==> src/rtl/fral_pkg.sv <==
// shared types and constants of the free region table allocator
// no dependencies
package fral_pkg;

  localparam int SLOTS   = 16;
  localparam int RANK_W  = $clog2(SLOTS);
  localparam int CNT_W   = $clog2(SLOTS + 1);
  localparam logic [31:0] FLOOR_RESET = 32'h0010_0000;
  localparam logic [2:0]  FLOOR_ADDR  = 3'd0;

  typedef enum logic [1:0] {
    OP_ADD   = 2'd0,
    OP_ALLOC = 2'd1,
    OP_CLEAR = 2'd2,
    OP_NONE  = 2'd3
  } op_t;

  typedef enum logic [1:0] {
    ST_OK    = 2'd0,
    ST_NOFIT = 2'd1,
    ST_FULL  = 2'd2,
    ST_ZERO  = 2'd3
  } status_t;

  typedef struct packed {
    op_t         opcode;
    logic [63:0] region_start;
    logic [63:0] region_size;
    logic [4:0]  align_log2;
  } in_beat_t;

  typedef struct packed {
    status_t     status;
    logic [63:0] alloc_address;
  } out_beat_t;

  typedef enum logic [2:0] {
    S_IDLE     = 3'd0,
    S_ADD_CLIP = 3'd1,
    S_ADD_SCAN = 3'd2,
    S_ADD_INS  = 3'd3,
    S_ALC_PREP = 3'd4,
    S_ALC_ST   = 3'd5,
    S_ALC_CHK  = 3'd6,
    S_DONE     = 3'd7
  } state_t;

  typedef struct packed {
    logic load;
    logic clip;
    logic add_scan;
    logic add_ins;
    logic alc_prep;
    logic alc_st;
    logic alc_chk;
    logic emit;
  } cmd_t;

  typedef struct packed {
    logic skip;
    logic rank_end;
    logic add_hit;
    logic size_zero;
    logic alc_hit;
    logic tail;
    logic out_free;
  } sts_t;

endpackage

==> src/rtl/fral_ctrl.sv <==
// controller state machine of the free region table allocator
// depends on fral_pkg
module fral_ctrl import fral_pkg::*; (
  input  logic clk,
  input  logic rst_n,
  input  logic in_valid,
  input  op_t  in_op,
  input  sts_t sts,
  output logic in_ready,
  output cmd_t cmd
);

  state_t state_r, state_nxt;

  always_ff @(posedge clk) begin
    if (!rst_n) begin
      state_r <= S_IDLE;
    end else begin
      state_r <= state_nxt;
    end
  end

  always_comb begin
    state_nxt = state_r;
    unique case (state_r)
      S_IDLE: begin
        if (in_valid) begin
          if (in_op == OP_ADD) state_nxt = S_ADD_CLIP;
          else if (in_op == OP_ALLOC) state_nxt = S_ALC_PREP;
          else state_nxt = S_DONE;
        end
      end
      S_ADD_CLIP: state_nxt = sts.skip ? S_DONE : S_ADD_SCAN;
      S_ADD_SCAN: begin
        if (sts.rank_end) state_nxt = S_ADD_INS;
        else if (sts.add_hit) state_nxt = S_DONE;
      end
      S_ADD_INS:  state_nxt = S_DONE;
      S_ALC_PREP: state_nxt = sts.size_zero ? S_DONE : S_ALC_ST;
      S_ALC_ST:   state_nxt = sts.rank_end ? S_DONE : S_ALC_CHK;
      S_ALC_CHK: begin
        if (sts.alc_hit) state_nxt = sts.tail ? S_ADD_CLIP : S_DONE;
        else state_nxt = S_ALC_ST;
      end
      S_DONE:     if (sts.out_free) state_nxt = S_IDLE;
      default:    state_nxt = S_IDLE;
    endcase
  end

  always_comb begin
    cmd = '0;
    in_ready = (state_r == S_IDLE);
    unique case (state_r)
      S_IDLE:     cmd.load = in_valid;
      S_ADD_CLIP: cmd.clip = 1'b1;
      S_ADD_SCAN: cmd.add_scan = 1'b1;
      S_ADD_INS:  cmd.add_ins = 1'b1;
      S_ALC_PREP: cmd.alc_prep = 1'b1;
      S_ALC_ST:   cmd.alc_st = 1'b1;
      S_ALC_CHK:  cmd.alc_chk = 1'b1;
      S_DONE:     cmd.emit = sts.out_free;
      default:    cmd = '0;
    endcase
  end

endmodule

==> config.mk <==
export PLATFORM = sky130hd
export DESIGN_NAME = fral_ctrl
export DESIGN_NICKNAME = d
export VERILOG_FILES = /design/src/rtl/fral_pkg.sv /design/src/rtl/fral_ctrl.sv
export SDC_FILE = /design/constraint.sdc
export NUM_CORES = 1
export LEC_CHECK = 0
export BUFFER_PORTS_ARGS = -buffer_cell sky130_fd_sc_hd__buf_2
export CAP_MARGIN = 25
export CELL_PAD_IN_SITES_DETAIL_PLACEMENT = 0
export CELL_PAD_IN_SITES_GLOBAL_PLACEMENT = 2
export CORE_MARGIN = 2
export CORE_UTILIZATION = 18
export CTS_CLUSTER_SIZE = 10
export DETAILED_ROUTE_END_ITERATION = 10
export PLACE_DENSITY = 0.69
export SLEW_MARGIN = 20
export SYNTH_ARGS = -nofsm -noshare
export SYNTH_HDL_FRONTEND = slang
export SYNTH_SLANG_ARGS = --single-unit
==> constraint.sdc <==
create_clock -name clk -period 1.7 [get_ports clk]
set_clock_uncertainty 0.05 [all_clocks]
set_input_delay 0.425 -clock clk [delete_from_list [all_inputs] [get_ports clk]]
set_output_delay 0.425 -clock clk [all_outputs]
set_load 0.05 [all_outputs]
**Word-level counts from Yosys, hierarchy flattened**

Cells that the tools add are included.
Widths: inputs -> output; s select.

- Bits of input ports: 12
- Flip-flop bits (word level): 3
- Output and inout port bits: 9

- Equal/unequal tests: 11
- Multiplexer cells: 20
- Reductions and logical operators: 3

Operators with widths:

| cell | count |
|---|---|
| $mux 3 | 8 |
| $pmux 3 s8 | 1 |
| $eq 3x3->1 const B | 4 |
| $mux 1 | 9 |
| $eq 3x2->1 const B | 2 |
| $mux 2 | 2 |
| $ne 2x2->1 const B | 2 |
| $eq 3x1->1 const B | 1 |
| $logic_not 3->1 | 1 |
| $ne 3x3->1 const B | 1 |
| $reduce_and 3->1 | 1 |
| $eq 2x1->1 const B | 1 |
| $logic_not 2->1 | 1 |

**Depth between registers and ports, before layout**

Gate-level depths: netlist of the first run.

- Depth in word-level cells: 5
- Mapped depth: 5
- Depth with buffers taken out: 5

**Least setup slack after synthesis of the first run**

OpenSTA, ideal clock, no wires.

- Path type: reg2out
- Start point: register state_r[0]
- End point: output port cmd[7] (netlist bit)
- Arrival: 2.146 ns
- Path slack: -0.921 ns
- Cell stages (with the launch flop): 3
- Path buffers: 0
- Cell sequence: dfxtp_1 > nor3_1 > and2_1

RTL lines:

| item | line | RTL |
|---|---|---|
| start: declaration | fral_ctrl.sv:13 | `state_t state_r, state_nxt;` |
| start signal: assignment | fral_ctrl.sv:19 | `state_r <= state_nxt;` |
| end: declaration | fral_ctrl.sv:10 | `output cmd_t cmd` |

==> results.json, run 1 <==
{
  "gr-usage-all-layers_pct": 10.1,
  "grt_overflow": 0,
  "largest_reg_flops": 3,
  "fin_setup_tns_ns": 0,
  "synth_common_cells": "nand2_1 (8), nor3b_1 (4), and3b_1 (3), dfxtp_1 (3)",
  "wl_per_cell_microns": 10.4,
  "core-area_sq_mm": 0.00167,
  "drtPass1Iterations": 3,
  "place_hpwl_microns": 737,
  "numClockSinks": 3,
  "critical_path.cell_chain": "or3b_4 > clkinv_1 > buf_6",
  "cts_buffers": 3,
  "cp_top_family": "simple AND/OR/NAND/NOR gates",
  "fp.dieW_microns": 45.6,
  "cts.htree.levels": 1,
  "drtAntennaViolNets": 0,
  "syn_inst": 45,
  "avgSynthCellArea_sq_um": 6.92,
  "regArea_sq_um": 62.6,
  "path_class": "reg -> out",
  "reg_top3": "state_r x3",
  "post-place-ws_ns": 0.138,
  "root_buffer": "clkbuf_4",
  "rsz0062_at_grt": "true",
  "maxCapViolations": 0,
  "synth_ff_type": "dfxtp_1",
  "r2r_slack_ns": 0.31,
  "hold_viol_final": 0,
  "grt_max_degree": 9,
  "worstMarginPinSlew_ns": 0.270,
  "setup_slack_ns": 0.0194,
  "synthTopCellsByArea": "dfxtp_1 (19%), nand2_1 (9.6%), nor3b_1 (9.6%)",
  "multi_input_area_sq_um": 244,
  "worstHoldPathType": "in -> reg",
  "fin_util_pct": 32.2,
  "crit_buf_inv": 2,
  "fmax_mhz": 595,
  "post_cts_resized": 5,
  "finalCritPeriodShare_pct": 98.9,
  "cp_data_required_time_ns": 1.22,
  "worst_path_max_delay_cell": "or3b_4",
  "yosysWarnings": 0,
  "netlist.area_leader.share_pct": 19.3,
  "drt_wl_total_microns": 936,
  "cts_hold_buffers": 0,
  "synth_most_common_cell": "nand2_1",
  "ys_ff_latch": 3,
  "async_flop_share_pct": 0,
  "finalNetCount": 86,
  "io_buffers": 20,
  "crit_path_max_fanout": 4,
  "yosys.area.top_type": "dfxtp_1",
  "synth.distinct_cells": 27,
  "ios": 21,
  "synthesis.area_sq_um": 312,
  "drive_above_1_share_pct": 49.3,
  "initial_core_util_pct": 18.7,
  "synth_edf_count": 0,
  "status": "finished clean",
  "clockBufferDepth": 2,
  "viasPerCell": 4.56,
  "fillers": 196,
  "hold_slack_ns": 0.393,
  "synth_nets": 57,
  "vdd_drop_max_uv": 455,
  "gp_congestion": 0.742,
  "p_leak_nw": 0.269,
  "clkLatencyLatePin_ns": 0.23,
  "seq_area_frac_synth_pct": 19.3,
  "finalSetupViolCount": 0,
  "num_vias": 410,
  "grt_pass1_vias": 379,
  "power_density_mw_per_mm2": 1640,
  "slew_headroom_pct": 81.9,
  "syn_to_final_growth_pct": 72.7,
  "max_stage_delay_ns": 0.40,
  "start_kind": "flip-flop",
  "drt_iter0_markers": 9,
  "final_max_slew_viol_count": 0,
  "drc": 0,
  "stdcell_count": 90,
  "end_kind": "output pin",
  "arrival_ns": 1.21,
  "cts_tree": "yes",
  "rows": 15,
  "place_inst": 86,
  "grt_pass1_wl_mm": 1.48,
  "clkSlewWorstSetupHoldPaths_ns": 0.03,
  "diodes": 0,
  "postCtsSetupBuffers": 0,
  "min_period_ns": 1.68,
  "top_register": "state_r",
  "die_y_microns": 45.6,
  "dieArea_sq_mm": 0.00208,
  "antenna_found_initial": 0
}
==> cells in the final DEF (no fill, tap or decap), types with 2 or more instances in the layout <==
cell / instances
nand2_1: 8
nor3b_1: 2
and3b_1: 3
o31ai_1: 2
o21ai_0: 2
dfxtp_2: 2
buf_2: 12
o21ai_1: 2
buf_4: 13
clkbuf_4: 4
nor3b_2: 2
==> routing by layer <==
metal,wire length [microns],vias up,track usage [%]
met5,0,-,0
met4,27,0,7.06
met3,61,4,2.38
met2,431,17,15.2
met1,416,173,12.4
li1,-,216,-
==> kinds of logic (layout without fill, tap and decap cells) <==
family	Yosys count	in the layout	synth area share, %
buffers and inverters	5	33	8.03
flip-flops	3	3	19.3
AO/OA/AOI/OAI	12	12	24.5
AND/OR/NAND/NOR	25	25	48.2
==> worst register-to-register path: stages (launching register included) <==
cell and delay, ns:
dfxtp_1 0.33, buf_4 0.17, nor4_1 0.25, o21ai_1 0.14
nor3b_1 0.16, o21a_1 0.17
==> where the power goes <==
group	switching [mW]	internal, mW	total (mW)
clock network	0.0377	0.0880	0.126
registers	0.0293	0.100	0.130
logic	0.375	0.253	0.628
total	0.442	0.442	0.884
==> area by class of cell <==
cell class,count,share of cell area [%]
Tap cell,17,3.95
Multi-Input combinational cell,37,45.3
Inverter,2,1.40
Sequential cell,3,11.6
Timing Repair Buffer,27,32.8
Clock buffer,4,4.88
==> worst paths after layout <==
kind	startpoint	cells after the start	end
worst min-delay path	rst_n	3	state_r[1]$_SDFFE_PN0P_
worst min register to register	state_r[2]$_SDFFE_PN0P_	2	state_r[1]$_SDFFE_PN0P_
worst max-delay path	state_r[0]$_SDFFE_PN0P_	3	cmd[6]
worst max register to register	state_r[2]$_SDFFE_PN0P_	5	state_r[0]$_SDFFE_PN0P_
==> per-stage QoR <==
step | area [sq um] | total power [mW]
after floorplan | 327 | 0.539
after global placement | 483 | 0.718
after detailed placement | 483 | 0.714
after CTS | 522 | 0.870
after global routing | 538 | 0.944
final | 538 | 0.884
No activity file was read; power rests on OpenSTA's default activity.
==> inputs of run 2 (changes only) <==
--- a/config.mk
+++ b/config.mk
@@ -14,6 +14,7 @@
 export CTS_CLUSTER_SIZE = 10
 export DETAILED_ROUTE_END_ITERATION = 10
 export PLACE_DENSITY = 0.69
+export REMOVE_ABC_BUFFERS = 1
 export SLEW_MARGIN = 20
 export SYNTH_ARGS = -nofsm -noshare
 export SYNTH_HDL_FRONTEND = slang
==> run 2 against run 1 <==
  * Via count up 0.24%
  * Cell count decreased by 1.1%
  * Highest routed layer is now met3
  * Non-clock buffer count fell by 1
  * Largest cell class unchanged
  * Register-to-register slack got worse by 0.02 ns
  * Final area is 3.5% higher
  * Power grew 4.9%
  * Global-route usage down 0.17 points
  * Clock power barely moved
==> results.json, run 2 (synthesis gave the netlist of run 1 again) <==
{
  "status": "finished clean",
  "power_density_mw_per_mm2": 1670,
  "grt_max_degree": 15,
  "dieArea_sq_mm": 0.00208,
  "syn_to_final_growth_pct": 78.7,
  "r2r-end": "state_r[0]$_SDFFE_PN0P_",
  "rows": 15,
  "diodes": 0,
  "drc": 0,
  "place_hpwl_microns": 714,
  "hold_viol_final": 0,
  "p_leak_nw": 0.272,
  "end_kind": "output pin",
  "grt_overflow": 0,
  "clkPwrFrac_pct": 13.8,
  "cp.depth": 3,
  "vdd_drop_max_uv": 496,
  "layout_common_cells": "buf_2 (12), buf_4 (9), nand2_1 (8)",
  "clkLatencyLatePin_ns": 0.24,
  "slew_headroom_pct": 83.0,
  "min_period_ns": 1.68,
  "cts.htree.levels": 1,
  "rsz0062_at_grt": "true",
  "grt_pass1_vias": 328,
  "cts_buffers": 3,
  "die_y_microns": 45.6,
  "wl_per_cell_microns": 10.6,
  "fin_util_pct": 33.3,
  "holdCritStartpoint": "rst_n",
  "start_kind": "flip-flop",
  "root_buffer": "clkbuf_4",
  "cp_top_family": "simple AND/OR/NAND/NOR gates",
  "core-area_sq_mm": 0.00167,
  "num_vias": 411,
  "reg2reg_depth": 5,
  "cts_tree": "yes",
  "p_sw_share_pct": 49.3,
  "drtAntennaViolNets": 0,
  "drt_iter0_markers": 7,
  "reg_top3": "state_r x3",
  "worstHoldPathCells": 2,
  "gp_congestion": 0.706,
  "p_seq_share_pct": 17.8,
  "worst_path_max_delay_cell": "or3b_4",
  "r2r_slack_ns": 0.29,
  "r2r-start": "state_r[2]$_SDFFE_PN0P_",
  "p_int_mw": 0.470,
  "drtPass1Iterations": 4,
  "critical_path.cell_chain": "or3b_4 > clkinv_2 > buf_8",
  "power_switching_mw": 0.457,
  "combPwrFrac_pct": 68.4,
  "gr-usage-all-layers_pct": 9.89,
  "fin_area_sq_um": 557,
  "crit_path_max_fanout": 6,
  "crit_start": "state_r[1]$_SDFFE_PN0P_",
  "ios": 21,
  "antenna_found_initial": 0,
  "cp_data_required_time_ns": 1.22,
  "clkSlewWorstSetupHoldPaths_ns": 0.04,
  "drt_wl_total_microns": 939,
  "crit_buf_inv": 2,
  "min_to": "state_r[0]$_SDFFE_PN0P_",
  "arrival_ns": 1.21,
  "finalNetCount": 85,
  "io_buffers": 20,
  "worstHoldPathType": "in -> reg",
  "numClockSinks": 3,
  "viasPerCell": 4.62,
  "fillers": 183,
  "largest_reg_flops": 3,
  "clockBufferDepth": 2,
  "worstMarginPinSlew_ns": 0.253,
  "path_class": "reg -> out",
  "fp.dieW_microns": 45.6,
  "drive_above_1_share_pct": 50.0,
  "initial_core_util_pct": 18.7,
  "grt_pass1_wl_mm": 1.39,
  "dpl_cell_area_sq_um": 445,
  "max_stage_delay_ns": 0.41,
  "maxCapViolations": 0,
  "cts_hold_buffers": 0,
  "final_common_cell": "buf_2",
  "fmax_mhz": 594,
  "finalCritPeriodShare_pct": 99.0,
  "finalSetupViolCount": 0,
  "final_max_slew_viol_count": 0,
  "top_register": "state_r"
}
run 2: cell types whose count changed in the layout (fill, tap and decap cells not counted), sizes merged:
cell and delta:
buf -1
run 2: power groups by stage:
| stage | clock network (mW) | registers [mW] | logic, mW |
|---|---|---|---|
| final | 0.128 | 0.165 | 0.634 |
| after detailed placement | 0 | 0.146 | 0.511 |
| after CTS | 0.132 | 0.156 | 0.551 |
| after floorplan | 0 | 0.150 | 0.347 |
| after global routing | 0.147 | 0.170 | 0.676 |
| after global placement | 0 | 0.146 | 0.516 |
run 2: area by class of cell:
cell class,instances,area [sq um],share of cell area [%]
clock buffers,4,26.3,4.72
repair buffers,26,184,33.0
inverters,2,8.76,1.57
flip-flops and latches,3,71.3,12.8
well taps,17,21.3,3.82
multi-input cells,37,245,44.0
run 2: routing by layer:
layer,vias to the layer above,wire (microns),part of all wire (%),GRT usage (%)
met3,0,62,6.6,4.76
met5,-,0,0,0
met4,0,0,0,7.06
met1,177,449,48,13.1
li1,216,-,-,-
met2,18,427,45,12.1
run 2: worst max path at each step:
stage | endpoint
floorplan | cmd[7]
detailed placement | cmd[6]
global route | cmd[7]
CTS | cmd[7]
finish | cmd[6]
global placement | cmd[6]
run 2: per-stage QoR:
stage	setup WS, ns	TNS [ns]	total power [mW]	hold slack [ns]	instances
5_1_grt	-0.0480	-0.100	0.994	0.385	89
3_5_place_dp	0.0697	0	0.657	0.548	83
4_1_cts	-0.00477	-0.00477	0.839	0.384	87
2_1_floorplan	-1.01	-3.69	0.497	0.488	42
3_3_place_gp	0.0595	0	0.662	0.562	83
6_report	0.0164	0	0.927	0.391	89
run 2: timing repair:
action                     4_1_cts  5_1_grt
setup endpoints to repair        9        7
gates resized for setup         13       14
buffers inserted                 0        2
==> inputs of run 3 (changes only) <==
--- a/config.mk
+++ b/config.mk
@@ -13,7 +13,7 @@
 export CORE_UTILIZATION = 18
 export CTS_CLUSTER_SIZE = 10
 export DETAILED_ROUTE_END_ITERATION = 10
-export PLACE_DENSITY = 0.69
+export PLACE_DENSITY_LB_ADDON = 0.1
 export REMOVE_ABC_BUFFERS = 1
 export SLEW_MARGIN = 20
 export SYNTH_ARGS = -nofsm -noshare
==> run 3 against run 2 <==
  * First-iteration DRC count fell by 29%
  * Final area is 3.6% lower
  * Global-route usage is 0.89 points higher
==> results.json, run 3 (synthesis gave the netlist of run 1 again) <==
{
  "drtPass1Iterations": 4,
  "top_register": "state_r",
  "largest_reg_flops": 3,
  "fillers": 198,
  "vdd_drop_max_uv": 430,
  "viasPerCell": 4.70,
  "reg_top3": "state_r x3",
  "drtAntennaViolNets": 0,
  "final_max_slew_viol_count": 0,
  "fin_util_pct": 32.1,
  "grt_pass1_vias": 381,
  "maxCapViolations": 0,
  "ios": 21,
  "cts_hold_buffers": 0,
  "clkSlewWorstSetupHoldPaths_ns": 0.03,
  "finalCritPeriodShare_pct": 98.5,
  "fmax_mhz": 597,
  "die_y_microns": 45.6,
  "numClockSinks": 3,
  "drt_wl_total_microns": 933,
  "grt_max_degree": 10,
  "worstHoldPathType": "in -> reg",
  "cts_buffers": 3,
  "drt_iter0_markers": 5,
  "num_vias": 414,
  "fp.dieW_microns": 45.6,
  "core-area_sq_mm": 0.00167,
  "layout_common_cells": "buf_2 (12), buf_4 (10), nand2_1 (8)",
  "multi_input_area_sq_um": 244,
  "antenna_found_initial": 0,
  "final_common_cell": "buf_2",
  "fin_area_sq_um": 537,
  "diodes": 0,
  "start_kind": "flip-flop",
  "finalNetCount": 84,
  "grt_overflow": 0,
  "path_class": "reg -> out",
  "slew_headroom_pct": 78.9,
  "worst_path_max_delay_cell": "or3b_4",
  "hold_viol_final": 0,
  "min_period_ns": 1.67,
  "end_kind": "output pin",
  "post-place-ws_ns": 0.0989,
  "place_inst": 84,
  "crit_path_max_fanout": 6,
  "drc": 0,
  "clockBufferDepth": 2,
  "critical_path.cell_chain": "or3b_4 > inv_4 > buf_8",
  "grt_pass1_wl_mm": 1.56,
  "wl_per_cell_microns": 10.6,
  "drive_above_1_share_pct": 50.7,
  "dpl_cell_area_sq_um": 453,
  "worstMarginPinSlew_ns": 0.313,
  "io_buffers": 20,
  "cp_data_required_time_ns": 1.22,
  "cts.htree.levels": 1,
  "max_stage_delay_ns": 0.41,
  "dieArea_sq_mm": 0.00208,
  "rows": 15,
  "p_leak_nw": 0.265,
  "hold_slack_ns": 0.405,
  "initial_core_util_pct": 18.7,
  "finalSetupViolCount": 0,
  "place_hpwl_microns": 770,
  "power_density_mw_per_mm2": 1630,
  "root_buffer": "clkbuf_4",
  "status": "finished clean",
  "arrival_ns": 1.20,
  "clkLatencyLatePin_ns": 0.23,
  "fin_setup_tns_ns": 0,
  "gr-usage-all-layers_pct": 10.8,
  "rsz0062_at_grt": "true",
  "regArea_sq_um": 66.3,
  "stdcell_count": 88,
  "finalPower_mw": 0.872,
  "setup_slack_ns": 0.0255,
  "postCtsSetupBuffers": 0,
  "cts_tree": "yes",
  "gp_congestion": 0.688,
  "syn_to_final_growth_pct": 72.3
}
## run 3: what timing repair did
action | 4_1_cts | 5_1_grt
pin swaps | 0 | 1
endpoints found under the setup margin | 8 | 6
gates resized for setup | 13 | 9
## run 3: final cells by class
| class | instances | area share [%] |
|---|---|---|
| inverter | 2 | 1.86 |
| timing repair buffer | 25 | 31.5 |
| sequential | 3 | 12.4 |
| tap | 17 | 3.96 |
| clock buffer | 4 | 4.90 |
| multi-input combinational | 37 | 45.5 |
## run 3: where the power goes
part / switching, mW / total [mW] / leakage (nW) / internal (mW)
Clock: 0.0327 / 0.120 / 0.0150 / 0.0877
Combinational: 0.364 / 0.610 / 0.224 / 0.246
Sequential: 0.0371 / 0.142 / 0.0260 / 0.105
Total: 0.434 / 0.872 / 0.265 / 0.439
## run 3: final timing paths
| kind | start | to | slack (ns) | cells past startpoint |
|---|---|---|---|---|
| setup / recovery | state_r[0]$_SDFFE_PN0P_ | cmd[6] | 0.03 | 3 |
| hold / removal | rst_n | state_r[2]$_SDFFE_PN0P_ | 0.40 | 3 |
| setup reg to reg | state_r[0]$_SDFFE_PN0P_ | state_r[0]$_SDFFE_PN0P_ | 0.20 | 5 |
| hold reg to reg | state_r[2]$_SDFFE_PN0P_ | state_r[1]$_SDFFE_PN0P_ | 0.43 | 1 |
## run 3: per-layer routing
layer | GRT usage (%) | wire (microns) | vias up
li1 | - | - | 214
met1 | 13.5 | 394 | 185
met2 | 16.3 | 451 | 15
met3 | 3.57 | 86 | 0
met4 | 5.29 | 0 | 0
met5 | 0 | 0 | -
## run 3: worst max-delay path: cells and delay by family, from the launching register on
kind / cells / cell delay (ns)
flops: 1 / 0.36
buf+inv: 2 / 0.20
simple gates: 1 / 0.41
